==> src/rtl/assert_macros.svh <==
// Assertion macros shared by the solver RTL.
// Each macro expects clk and rst_n in scope; no other dependencies.
`ifndef ASSERT_MACROS_SVH
`define ASSERT_MACROS_SVH

// Condition holds on every clock edge out of reset
`define CLS_ASSERT(lbl, cond) \
    lbl: assert property (@(posedge clk) disable iff (!rst_n) (cond)) \
        else $error("check failed");

// Consequent holds in the same cycle as the antecedent
`define CLS_ASSERT_IMP(lbl, ante, cons) \
    lbl: assert property (@(posedge clk) disable iff (!rst_n) (ante) |-> (cons)) \
        else $error("check failed");

// Consequent holds in the cycle after the antecedent
`define CLS_ASSERT_NXT(lbl, ante, cons) \
    lbl: assert property (@(posedge clk) disable iff (!rst_n) (ante) |=> (cons)) \
        else $error("check failed");

`endif

==> src/rtl/cls_pkg.sv <==
// Constants, permutation tables and command/status types for the solver.
// No dependencies; used by the controller, datapath and top level.
package cls_pkg;

    // System size and field widths
    localparam int ORDER    = 3;
    localparam int ENTRIES  = ORDER * (ORDER + 1);
    localparam int ENTRY_W  = 12;
    localparam int DET_W    = 50;
    localparam int SOL_W    = 48;
    localparam int FRAC_W   = 16;
    localparam int IDX_W    = 2;
    localparam int NUM_W    = DET_W + FRAC_W;
    localparam int PROD_W   = ENTRY_W * ORDER;
    localparam int ADDR_W   = (ENTRIES > 1) ? $clog2(ENTRIES) : 1;
    localparam int ROW_W    = (ORDER > 1) ? $clog2(ORDER) : 1;
    localparam int DIV_CW   = $clog2(NUM_W);
    localparam int IN_TDATA_W  = ((ENTRY_W + 7) / 8) * 8;
    localparam int OUT_BITS    = IDX_W + SOL_W + DET_W;
    localparam int OUT_TDATA_W = ((OUT_BITS + 7) / 8) * 8;
    localparam int OUT_PAD_W   = OUT_TDATA_W - OUT_BITS;

    // Determinant pipeline depth after the last read request
    localparam int DRAIN_CYC = 3;

    function automatic int fact(input int n);
        int f;
        f = 1;
        for (int i = 2; i <= n; i++) begin
            f = f * i;
        end
        return f;
    endfunction

    localparam int NPERM  = fact(ORDER);
    localparam int PERM_W = (NPERM > 1) ? $clog2(NPERM) : 1;

    typedef logic [NPERM-1:0][ORDER-1:0][1:0] perm_cols_t;
    typedef logic [NPERM-1:0]                 perm_neg_t;

    // Column picked in each row by each permutation (Leibniz expansion)
    function automatic perm_cols_t build_cols();
        perm_cols_t tab;
        int         n;
        int         d [ORDER];
        bit         ok;
        tab = '0;
        n   = 0;
        for (int t = 0; t < (1 << (2 * ORDER)); t++) begin
            ok = 1'b1;
            for (int i = 0; i < ORDER; i++) begin
                d[i] = (t >> (2 * i)) & 3;
                if (d[i] >= ORDER) ok = 1'b0;
            end
            for (int i = 0; i < ORDER; i++) begin
                for (int j = i + 1; j < ORDER; j++) begin
                    if (d[i] == d[j]) ok = 1'b0;
                end
            end
            if (ok && n < NPERM) begin
                for (int i = 0; i < ORDER; i++) begin
                    tab[n][i] = 2'(d[i]);
                end
                n++;
            end
        end
        return tab;
    endfunction

    // Odd permutations contribute negatively
    function automatic perm_neg_t build_neg();
        perm_neg_t tab;
        int        n;
        int        inv;
        int        d [ORDER];
        bit        ok;
        tab = '0;
        n   = 0;
        for (int t = 0; t < (1 << (2 * ORDER)); t++) begin
            ok  = 1'b1;
            inv = 0;
            for (int i = 0; i < ORDER; i++) begin
                d[i] = (t >> (2 * i)) & 3;
                if (d[i] >= ORDER) ok = 1'b0;
            end
            for (int i = 0; i < ORDER; i++) begin
                for (int j = i + 1; j < ORDER; j++) begin
                    if (d[i] == d[j]) ok = 1'b0;
                    if (d[i] > d[j]) inv++;
                end
            end
            if (ok && n < NPERM) begin
                tab[n] = inv[0];
                n++;
            end
        end
        return tab;
    endfunction

    localparam perm_cols_t PERM_COL = build_cols();
    localparam perm_neg_t  PERM_NEG = build_neg();

    // Saturation bounds of the Q31.16 result, as quotient magnitudes
    localparam logic [NUM_W-1:0] SOL_POS_LIM = {{(NUM_W-SOL_W+1){1'b0}}, {(SOL_W-1){1'b1}}};
    localparam logic [NUM_W-1:0] SOL_NEG_LIM = SOL_POS_LIM + NUM_W'(1);

    // Controller to datapath commands
    typedef struct packed {
        logic             acc_clr;
        logic             rd_valid;
        logic             rd_first;
        logic             rd_last;
        logic             rd_neg;
        logic             store_main;
        logic             div_start;
        logic             div_step;
        logic             emit;
        logic             emit_sing;
        logic             emit_last;
        logic [IDX_W-1:0] emit_index;
    } cls_cmd_t;

    // Datapath to controller status
    typedef struct packed {
        logic main_zero;
        logic out_free;
    } cls_sts_t;

endpackage

==> src/rtl/cls_ram.sv <==
// Generic single-write, single-read RAM with registered read data.
// No dependencies.
module cls_ram #(
    parameter int WIDTH  = 8,
    parameter int DEPTH  = 16,
    parameter int ADDR_W = (DEPTH > 1) ? $clog2(DEPTH) : 1
) (
    input  logic              clk,
    input  logic              wr_en,
    input  logic [ADDR_W-1:0] wr_addr,
    input  logic [WIDTH-1:0]  wr_data,
    input  logic [ADDR_W-1:0] rd_addr,
    output logic [WIDTH-1:0]  rd_data
);

    logic [WIDTH-1:0] mem [DEPTH];
    logic [WIDTH-1:0] rd_data_reg;

    // Write port and registered read port
    always_ff @(posedge clk)
    begin
        if (wr_en)
        begin
            mem[wr_addr] <= wr_data;
        end
        rd_data_reg <= mem[rd_addr];
    end

    assign rd_data = rd_data_reg;

endmodule

==> src/rtl/cls_ctrl.sv <==
// Solver sequencer: load, determinant read schedule, division and result steps.
// Depends on cls_pkg and assert_macros.svh.
`include "assert_macros.svh"

module cls_ctrl (
    input  logic                      clk,
    input  logic                      rst_n,
    input  logic                      s_tvalid,
    output logic                      s_tready,
    output logic                      wr_en,
    output logic [cls_pkg::ADDR_W-1:0] wr_addr,
    output logic [cls_pkg::ADDR_W-1:0] rd_addr,
    output cls_pkg::cls_cmd_t         cmd,
    input  cls_pkg::cls_sts_t         sts
);
    import cls_pkg::*;

    localparam logic [2:0] S_LOAD  = 3'd0;
    localparam logic [2:0] S_ISSUE = 3'd1;
    localparam logic [2:0] S_DRAIN = 3'd2;
    localparam logic [2:0] S_CHECK = 3'd3;
    localparam logic [2:0] S_DIV   = 3'd4;
    localparam logic [2:0] S_EMIT  = 3'd5;
    localparam logic [2:0] S_SING  = 3'd6;

    logic [2:0]        state_reg, state_next;
    logic [ADDR_W-1:0] cnt_reg, cnt_next;
    logic [PERM_W-1:0] perm_reg, perm_next;
    logic [ROW_W-1:0]  row_reg, row_next;
    logic [IDX_W-1:0]  k_reg, k_next;
    logic              repl_reg, repl_next;
    logic [1:0]        drain_reg, drain_next;
    logic [DIV_CW-1:0] div_reg, div_next;

    logic [1:0]        col;
    int                eff_col;

    // Read address: entry of the current permutation, column k swapped for b
    always_comb
    begin
        col     = PERM_COL[perm_reg][row_reg];
        eff_col = (repl_reg && (col == k_reg)) ? ORDER : int'(col);
        rd_addr = ADDR_W'(int'(row_reg) * (ORDER + 1) + eff_col);
    end

    assign wr_addr  = cnt_reg;
    assign s_tready = (state_reg == S_LOAD);
    assign wr_en    = s_tready && s_tvalid;

    // Next-state and command logic
    always_comb
    begin
        state_next = state_reg;
        cnt_next   = cnt_reg;
        perm_next  = perm_reg;
        row_next   = row_reg;
        k_next     = k_reg;
        repl_next  = repl_reg;
        drain_next = drain_reg;
        div_next   = div_reg;
        cmd        = '0;
        cmd.rd_first   = (row_reg == '0);
        cmd.rd_last    = (row_reg == ROW_W'(ORDER - 1));
        cmd.rd_neg     = PERM_NEG[perm_reg];
        cmd.emit_index = k_reg;
        cmd.emit_last  = (k_reg == IDX_W'(ORDER - 1));

        case (state_reg)
            S_LOAD:
            begin
                if (wr_en)
                begin
                    if (cnt_reg == ADDR_W'(ENTRIES - 1))
                    begin
                        cnt_next    = '0;
                        repl_next   = 1'b0;
                        perm_next   = '0;
                        row_next    = '0;
                        cmd.acc_clr = 1'b1;
                        state_next  = S_ISSUE;
                    end
                    else
                    begin
                        cnt_next = cnt_reg + ADDR_W'(1);
                    end
                end
            end
            S_ISSUE:
            begin
                cmd.rd_valid = 1'b1;
                if (row_reg == ROW_W'(ORDER - 1))
                begin
                    row_next = '0;
                    if (perm_reg == PERM_W'(NPERM - 1))
                    begin
                        perm_next  = '0;
                        drain_next = '0;
                        state_next = S_DRAIN;
                    end
                    else
                    begin
                        perm_next = perm_reg + PERM_W'(1);
                    end
                end
                else
                begin
                    row_next = row_reg + ROW_W'(1);
                end
            end
            S_DRAIN:
            begin
                if (drain_reg == 2'(DRAIN_CYC - 1))
                begin
                    if (repl_reg)
                    begin
                        cmd.div_start = 1'b1;
                        div_next      = '0;
                        state_next    = S_DIV;
                    end
                    else
                    begin
                        cmd.store_main = 1'b1;
                        state_next     = S_CHECK;
                    end
                end
                else
                begin
                    drain_next = drain_reg + 2'd1;
                end
            end
            S_CHECK:
            begin
                if (sts.main_zero)
                begin
                    state_next = S_SING;
                end
                else
                begin
                    k_next      = '0;
                    repl_next   = 1'b1;
                    cmd.acc_clr = 1'b1;
                    state_next  = S_ISSUE;
                end
            end
            S_DIV:
            begin
                cmd.div_step = 1'b1;
                if (div_reg == DIV_CW'(NUM_W - 1))
                begin
                    state_next = S_EMIT;
                end
                else
                begin
                    div_next = div_reg + DIV_CW'(1);
                end
            end
            S_EMIT:
            begin
                if (sts.out_free)
                begin
                    cmd.emit = 1'b1;
                    if (k_reg == IDX_W'(ORDER - 1))
                    begin
                        state_next = S_LOAD;
                    end
                    else
                    begin
                        k_next      = k_reg + IDX_W'(1);
                        cmd.acc_clr = 1'b1;
                        state_next  = S_ISSUE;
                    end
                end
            end
            S_SING:
            begin
                if (sts.out_free)
                begin
                    cmd.emit_sing = 1'b1;
                    state_next    = S_LOAD;
                end
            end
            default:
            begin
                state_next = S_LOAD;
            end
        endcase
    end

    // Control registers
    always_ff @(posedge clk or negedge rst_n)
    begin
        if (!rst_n)
        begin
            state_reg <= S_LOAD;
            cnt_reg   <= '0;
            perm_reg  <= '0;
            row_reg   <= '0;
            k_reg     <= '0;
            repl_reg  <= 1'b0;
            drain_reg <= '0;
            div_reg   <= '0;
        end
        else
        begin
            state_reg <= state_next;
            cnt_reg   <= cnt_next;
            perm_reg  <= perm_next;
            row_reg   <= row_next;
            k_reg     <= k_next;
            repl_reg  <= repl_next;
            drain_reg <= drain_next;
            div_reg   <= div_next;
        end
    end

    `CLS_ASSERT(a_cnt_range, cnt_reg < ADDR_W'(ENTRIES))
    `CLS_ASSERT_IMP(a_emit_free, cmd.emit || cmd.emit_sing, sts.out_free)
    `CLS_ASSERT_NXT(a_sing_reload, cmd.emit_sing, state_reg == S_LOAD)

endmodule

==> src/rtl/cls_dpath.sv <==
// Solver datapath: product/accumulate unit, restoring divider, output register.
// Depends on cls_pkg and assert_macros.svh.
`include "assert_macros.svh"

module cls_dpath (
    input  logic                           clk,
    input  logic                           rst_n,
    input  cls_pkg::cls_cmd_t              cmd,
    output cls_pkg::cls_sts_t              sts,
    input  logic [cls_pkg::ENTRY_W-1:0]    rd_data,
    output logic                           m_tvalid,
    input  logic                           m_tready,
    output logic [cls_pkg::OUT_TDATA_W-1:0] m_tdata,
    output logic                           m_tuser,
    output logic                           m_tlast
);
    import cls_pkg::*;

    // Read-alignment stage
    logic v1_reg, first1_reg, last1_reg, neg1_reg;
    // Product stage
    logic signed [PROD_W-1:0] prod_reg, prod_next;
    logic                     pend2_reg, neg2_reg;
    // Accumulator and main determinant
    logic signed [DET_W-1:0]  acc_reg, acc_next;
    logic signed [DET_W-1:0]  main_det_reg;
    // Divider
    logic [DET_W-1:0]  rem_reg, dsr_reg;
    logic [NUM_W-1:0]  num_reg, quo_reg;
    logic              qneg_reg;
    logic [DET_W:0]    rem_sh;
    logic              ge;
    logic [DET_W:0]    rem_sub;
    logic [DET_W-1:0]  acc_mag, main_mag;
    // Result shaping
    logic [NUM_W-1:0]  lim;
    logic [SOL_W-1:0]  mag_s;
    logic [SOL_W-1:0]  sol_val;
    // Output register
    logic              out_valid_reg;
    logic [IDX_W-1:0]  out_idx_reg;
    logic [SOL_W-1:0]  out_sol_reg;
    logic [DET_W-1:0]  out_det_reg;
    logic              out_sing_reg, out_last_reg;

    logic signed [PROD_W+ENTRY_W-1:0] mul_full;
    logic signed [ENTRY_W-1:0]        entry_s;

    assign entry_s  = signed'(rd_data);
    assign mul_full = prod_reg * entry_s;

    // Product of one permutation's entries, one factor per cycle
    always_comb
    begin
        prod_next = prod_reg;
        if (v1_reg)
        begin
            prod_next = first1_reg ? PROD_W'(entry_s) : mul_full[PROD_W-1:0];
        end
    end

    // Signed accumulate of finished products
    always_comb
    begin
        acc_next = acc_reg;
        if (cmd.acc_clr)
        begin
            acc_next = '0;
        end
        else if (pend2_reg)
        begin
            acc_next = neg2_reg ? acc_reg - DET_W'(prod_reg) : acc_reg + DET_W'(prod_reg);
        end
    end

    // Magnitudes for the divider and one restoring step
    always_comb
    begin
        acc_mag  = acc_reg[DET_W-1] ? DET_W'(-acc_reg) : DET_W'(acc_reg);
        main_mag = main_det_reg[DET_W-1] ? DET_W'(-main_det_reg) : DET_W'(main_det_reg);
        rem_sh   = {rem_reg, num_reg[NUM_W-1]};
        rem_sub  = rem_sh - {1'b0, dsr_reg};
        ge       = (rem_sh >= {1'b0, dsr_reg});
    end

    // Saturate the quotient to Q31.16 and apply the sign
    always_comb
    begin
        lim     = qneg_reg ? SOL_NEG_LIM : SOL_POS_LIM;
        mag_s   = (quo_reg > lim) ? lim[SOL_W-1:0] : quo_reg[SOL_W-1:0];
        sol_val = qneg_reg ? SOL_W'(-mag_s) : mag_s;
    end

    // Pipeline, divider and output payload registers
    always_ff @(posedge clk)
    begin
        first1_reg <= cmd.rd_first;
        last1_reg  <= cmd.rd_last;
        neg1_reg   <= cmd.rd_neg;
        prod_reg   <= prod_next;
        neg2_reg   <= neg1_reg;
        acc_reg    <= acc_next;
        if (cmd.div_start)
        begin
            num_reg  <= {acc_mag, {FRAC_W{1'b0}}};
            dsr_reg  <= main_mag;
            rem_reg  <= '0;
            quo_reg  <= '0;
            qneg_reg <= acc_reg[DET_W-1] ^ main_det_reg[DET_W-1];
        end
        else if (cmd.div_step)
        begin
            num_reg <= {num_reg[NUM_W-2:0], 1'b0};
            rem_reg <= ge ? rem_sub[DET_W-1:0] : rem_sh[DET_W-1:0];
            quo_reg <= {quo_reg[NUM_W-2:0], ge};
        end
        if (cmd.emit || cmd.emit_sing)
        begin
            out_idx_reg  <= cmd.emit_sing ? '0 : cmd.emit_index;
            out_sol_reg  <= cmd.emit_sing ? '0 : sol_val;
            out_det_reg  <= cmd.emit_sing ? '0 : main_det_reg;
            out_sing_reg <= cmd.emit_sing;
            out_last_reg <= cmd.emit_sing | cmd.emit_last;
        end
    end

    // Control state of the datapath
    always_ff @(posedge clk or negedge rst_n)
    begin
        if (!rst_n)
        begin
            v1_reg        <= 1'b0;
            pend2_reg     <= 1'b0;
            main_det_reg  <= '0;
            out_valid_reg <= 1'b0;
        end
        else
        begin
            v1_reg    <= cmd.rd_valid;
            pend2_reg <= v1_reg & last1_reg;
            if (cmd.store_main)
            begin
                main_det_reg <= acc_reg;
            end
            if (cmd.emit || cmd.emit_sing)
            begin
                out_valid_reg <= 1'b1;
            end
            else if (m_tready)
            begin
                out_valid_reg <= 1'b0;
            end
        end
    end

    assign sts.main_zero = (main_det_reg == '0);
    assign sts.out_free  = !out_valid_reg || m_tready;

    assign m_tvalid = out_valid_reg;
    assign m_tdata  = {{OUT_PAD_W{1'b0}}, out_det_reg, out_sol_reg, out_idx_reg};
    assign m_tuser  = out_sing_reg;
    assign m_tlast  = out_last_reg;

    `CLS_ASSERT_IMP(a_sing_last, m_tvalid && m_tuser, m_tlast && (out_det_reg == '0))
    `CLS_ASSERT_IMP(a_div_nonzero, cmd.div_start, main_det_reg != '0)

endmodule

==> src/rtl/cramer_linear_solver.sv <==
// Channel | dir | tdata (low bit up)                           | tuser    | tlast
// s_      | in  | entry_value[11:0], zero pad to 16            | -        | -
// m_      | out | unknown_index[1:0], solution[49:2],           | singular | last_result
//         |     | system_determinant[99:50], zero pad to 104   |          |
// Loading takes one cycle per entry, ORDER*(ORDER+1) entries per system.
// The main determinant takes ORDER*ORDER! RAM reads (one entry per cycle
// through the single read port) and a drain of the determinant pipeline; each unknown
// adds the same reads and drain, 66 divider steps and one output result.
// Reset (rst_n low, asynchronous) returns to loading with the entry count at zero.
// A stalled output only holds the sequencer at its next result; loading resumes after it.
// Top level of the solver; depends on cls_pkg, cls_ram, cls_ctrl and cls_dpath.
module cramer_linear_solver (
    input  logic                            clk,
    input  logic                            rst_n,
    input  logic                            s_tvalid,
    output logic                            s_tready,
    input  logic [cls_pkg::IN_TDATA_W-1:0]  s_tdata,   // entry_value
    output logic                            m_tvalid,
    input  logic                            m_tready,
    output logic [cls_pkg::OUT_TDATA_W-1:0] m_tdata,   // unknown_index, solution, system_determinant
    output logic                            m_tuser,   // singular
    output logic                            m_tlast    // last_result
);
    import cls_pkg::*;

    cls_cmd_t          cmd;
    cls_sts_t          sts;
    logic              wr_en;
    logic [ADDR_W-1:0] wr_addr, rd_addr;
    logic [ENTRY_W-1:0] rd_data;

    // Matrix store
    cls_ram #(
        .WIDTH  (ENTRY_W),
        .DEPTH  (ENTRIES),
        .ADDR_W (ADDR_W)
    ) u_store (
        .clk     (clk),
        .wr_en   (wr_en),
        .wr_addr (wr_addr),
        .wr_data (s_tdata[ENTRY_W-1:0]),
        .rd_addr (rd_addr),
        .rd_data (rd_data)
    );

    // Sequencer
    cls_ctrl u_ctrl (
        .clk      (clk),
        .rst_n    (rst_n),
        .s_tvalid (s_tvalid),
        .s_tready (s_tready),
        .wr_en    (wr_en),
        .wr_addr  (wr_addr),
        .rd_addr  (rd_addr),
        .cmd      (cmd),
        .sts      (sts)
    );

    // Arithmetic and output register
    cls_dpath u_dpath (
        .clk      (clk),
        .rst_n    (rst_n),
        .cmd      (cmd),
        .sts      (sts),
        .rd_data  (rd_data),
        .m_tvalid (m_tvalid),
        .m_tready (m_tready),
        .m_tdata  (m_tdata),
        .m_tuser  (m_tuser),
        .m_tlast  (m_tlast)
    );

endmodule
==> config.mk <==
export PLATFORM = sky130hd
export DESIGN_NAME = cramer_linear_solver
export DESIGN_NICKNAME = d
export VERILOG_FILES = /design/src/rtl/cls_pkg.sv /design/src/rtl/cls_ram.sv /design/src/rtl/cls_ctrl.sv /design/src/rtl/cls_dpath.sv /design/src/rtl/cramer_linear_solver.sv
export VERILOG_INCLUDE_DIRS = /design/src /design/src/rtl
export SDC_FILE = /design/constraint.sdc
export NUM_CORES = 2
export LEC_CHECK = 0
export ABC_AREA = 1
export BUFFER_PORTS_ARGS = -buffer_cell sky130_fd_sc_hd__buf_2
export CAP_MARGIN = 10
export CORE_MARGIN = 5
export CORE_UTILIZATION = 26
export DETAILED_ROUTE_END_ITERATION = 6
export PLACE_DENSITY = 0.41
export SYNTH_ARGS = -nofsm -noshare
export SYNTH_HDL_FRONTEND = slang
export SYNTH_SLANG_ARGS = --single-unit
==> constraint.sdc <==
create_clock -name clk -period 7.4 [get_ports clk]
set_clock_uncertainty 0.1 [all_clocks]
set_input_delay 1.48 -clock clk [delete_from_list [all_inputs] [get_ports clk]]
set_output_delay 1.48 -clock clk [all_outputs]
set_load 0.005 [all_outputs]
==> flow_summary.yaml <==
die:
  die_area_sq_um: 194000
  dieWidth_microns: 440
  dieHeight_microns: 440
  start_util_pct: 26.2
  rows: 157
  core_sq_um: 183000
  io_pins: 128
synth:
  yosys.cell_types.count: 72
  avgSynthCellArea_sq_um: 8.01
  netlist_area_sq_um: 48100
  synthCells: 6001
  async_reset_ff_share_pct: 12.0
  synth-main-ff-cell: "edfxtp_1"
  yosysSeqAreaShare_pct: 35.5
  synth_seq_cells: 642
  ys_warn_count: 0
  synth_edf_count: 383
final_layout:
  largest_register_ffs: 144
  fillers: 20000
  syn_to_final_growth_pct: 12.3
  nets: 6589
  drive_above_1_share_pct: 7.15
  diodes: 0
setup_path:
  reg2reg_from: "u_dpath.prod_reg[8]"
  path_buf_inv: 4
  crit_cells: 23
  crit_family: "adder cells"
  crit_chain: "nand2_1, fa_1, inv_1, fa_1, fa_1, fa_1, inv_1, fa_1, inv_1, ha_1, a21oi_1, inv_1, a31oi_1, a21boi_0, o21ai_1, nand2_1, nor2_1, nor2_1, o21ai_1, nand3_1, nand3_1, nand3_1, nand2_1"
  cpMaxStageDelayCell: "edfxtp_1"
  required_ps: 7720
  crit_arrival_ps: 7130
  cp-start-kind: "register"
  rrSetupSlack_ps: 590
  cpPeakStageDelay_ps: 870
  critPathMostFrequentCell: "fa_1"
  cp-endpoint: "u_dpath.prod_reg[33]"
  crit_path_end_kind: "register"
  crit_type: "register to register"
  crit_fanout: 14
  r2r_end: "u_dpath.prod_reg[33]"
  reg2reg_depth: 23
  critPathLaunch: "u_dpath.prod_reg[8]"
routing:
  wl_microns: 147000
  ant_nets: 0
  route.detailed.drc: 0
  via_per_inst: 4.56
  vias: 39100
  drtIter0Drc: 2336
  wl_per_cell_microns: 17.1
  dr.pass1.iters: 6
sta:
  report.final.slew_viol_count: 0
  setup_viol: 0
  maxSlewHeadroom_pct: 27.0
  rsz0062_at_grt: "no"
  min_period_ps: 6810
  hold_viol_final: 0
  period_share_pct: 92.0
  worst_pin_slew_ps: 1100
  max_freq_mhz: 147
  fin_tns_setup_ps: 0
clock_network:
  clkTransAtPathRegs_ps: 60
  cts_setup_buffers: 0
  cts_buffer_depth: 3
  cts_inserted_buffers: 80
  cts_sinks: 642
  clockRootBuffer: "clkbuf_16"
  cts_htree_levels: 3
  cts_resized: 0
  cts_tree: "done"
  holdBufCountCts: 0
  clk_latency_ps: 700
min_path:
  hold_class: "register to register"
place:
  gp_congestion: 0.878
  dpl.hpwl_microns: 111000
  port_buffers: 119
global_routing:
  grt_max_degree: 91
  antenna_found_initial: 2
  gr-usage-all-layers_pct: 15.1
  grt_pass1_wl_microns: 232000
  first_global_vias: 39500
  grt_overflow: 0
job:
  timing.max_cap.violations: 0
run_status:
  status: "completed"
-- per-stage QoR --
step	worst slack (ps)	instances	instance area [sq um]	utilization [%]	hold WS (ps)
final	589	8572	54000	29.4	239
after global routing	171	8572	54000	29.4	251
after CTS	612	8572	54000	29.4	243
after detailed placement	637	8424	51500	28.1	229
after global placement	586	8424	51500	28.1	213
after floorplan	139	6004	48100	-	210
-- per-layer routing --
metal	up-vias	global-route usage [%]	wire length, microns
met5	-	0	0
met4	0	3.49	2980
met3	150	1.72	5150
met2	659	25.2	68000
met1	18900	21.0	70400
li1	19400	-	-
-- cells in the final DEF, fill, tap and decap left out, drive strengths merged, types with 14 or more instances in the layout --
cell,Yosys,routed
nand2,1229,1229
inv,1085,1087
nor2,665,665
edfxtp,383,383
o21ai,380,380
a21oi,311,311
fa,282,282
ha,245,245
buf,37,189
dfxtp,182,182
nand3,168,168
xor2,167,167
clkbuf,196,110
nor3,84,84
a31oi,78,78
dfrtp,77,77
o22ai,75,75
xnor2,56,56
nand4,54,54
o211ai,37,37
o32ai,36,36
clkinv,3,32
nor4,25,25
or2,20,20
o31ai,18,18
o21a,17,17
o221ai,15,15
a21o,14,14
-- logic make-up (layout without fill, tap and decap cells) --
family                   Yosys count  after routing  share of synthesized area (%)
buffers and inverters           1321           1425                           10.5
adder cells (fa/ha/maj)          527            527                           18.1
AND/OR/NAND/NOR                 2257           2257                           19.4
XOR/XNOR                         223            223                           4.06
AO/OA/AOI/OAI                   1029           1029                           12.4
other                              1              4                        0.00780
flip-flops                       642            642                           35.5
multiplexers                       1              1                         0.0208
-- worst min path at each step --
stage                           from                to  slack (ps)  cells past startpoint
finish              u_dpath.neg1_reg  u_dpath.neg2_reg         240                      0
global route        u_dpath.neg1_reg  u_dpath.neg2_reg         250                      0
CTS                 u_dpath.neg1_reg  u_dpath.neg2_reg         240                      0
detailed placement  u_dpath.neg1_reg  u_dpath.neg2_reg         230                      0
global placement    u_dpath.neg1_reg  u_dpath.neg2_reg         210                      0
floorplan           u_dpath.neg1_reg  u_dpath.neg2_reg         210                      0
-- layout make-up --
cell class                      instances  area, sq um  share of cell area (%)
Sequential cell                       642        17100                    31.6
Clock buffer                          110         2240                    4.14
Timing Repair Buffer                  189         1140                    2.10
Inverter                             1088         4090                    7.57
Tap cell                             2464         3080                    5.71
Multi-Input combinational cell       4041        26100                    48.3
Clock inverter                         38          283                   0.524
-- cell usage after synthesis (all sizes together), types with 17 or more instances --
master  instances  area share [%]
o21ai         380             4.0
nand3         168             1.9
buf            37            0.47
nand2        1229             9.7
o32ai          36            0.66
or2            20            0.26
a21oi         311             3.3
xnor2          56             1.0
nor2          665             5.3
nand4          54            0.72
xor2          167             3.0
fa            282              12
o22ai          75            0.98
nor3           84            0.99
o211ai         37            0.58
a31oi          78             1.0
o21a           17            0.27
nor4           25            0.33
clkbuf        196             1.5
edfxtp        383              24
dfrtp          77             4.0
ha            245             6.4
o31ai          18            0.28
dfxtp         182             7.6
inv          1085             8.5
-- worst reg2reg max path: stages, from the launching register on --
cell and delay, ps:
edfxtp_1 870, nand2_1 180, fa_1 570, inv_1 50, fa_1 460, fa_1 510, fa_1 550, inv_1 60
fa_1 590, inv_1 60, ha_1 380, a21oi_1 150, inv_1 70, a31oi_1 140, a21boi_0 410, o21ai_1 220
nand2_1 150, nor2_1 60, nor2_1 390, o21ai_1 230, nand3_1 130, nand3_1 70, nand3_1 80, nand2_1 60
Power is left out: the tool's default activity adds up to more than one toggle a clock period on the data nets, which glitch-free logic cannot reach.
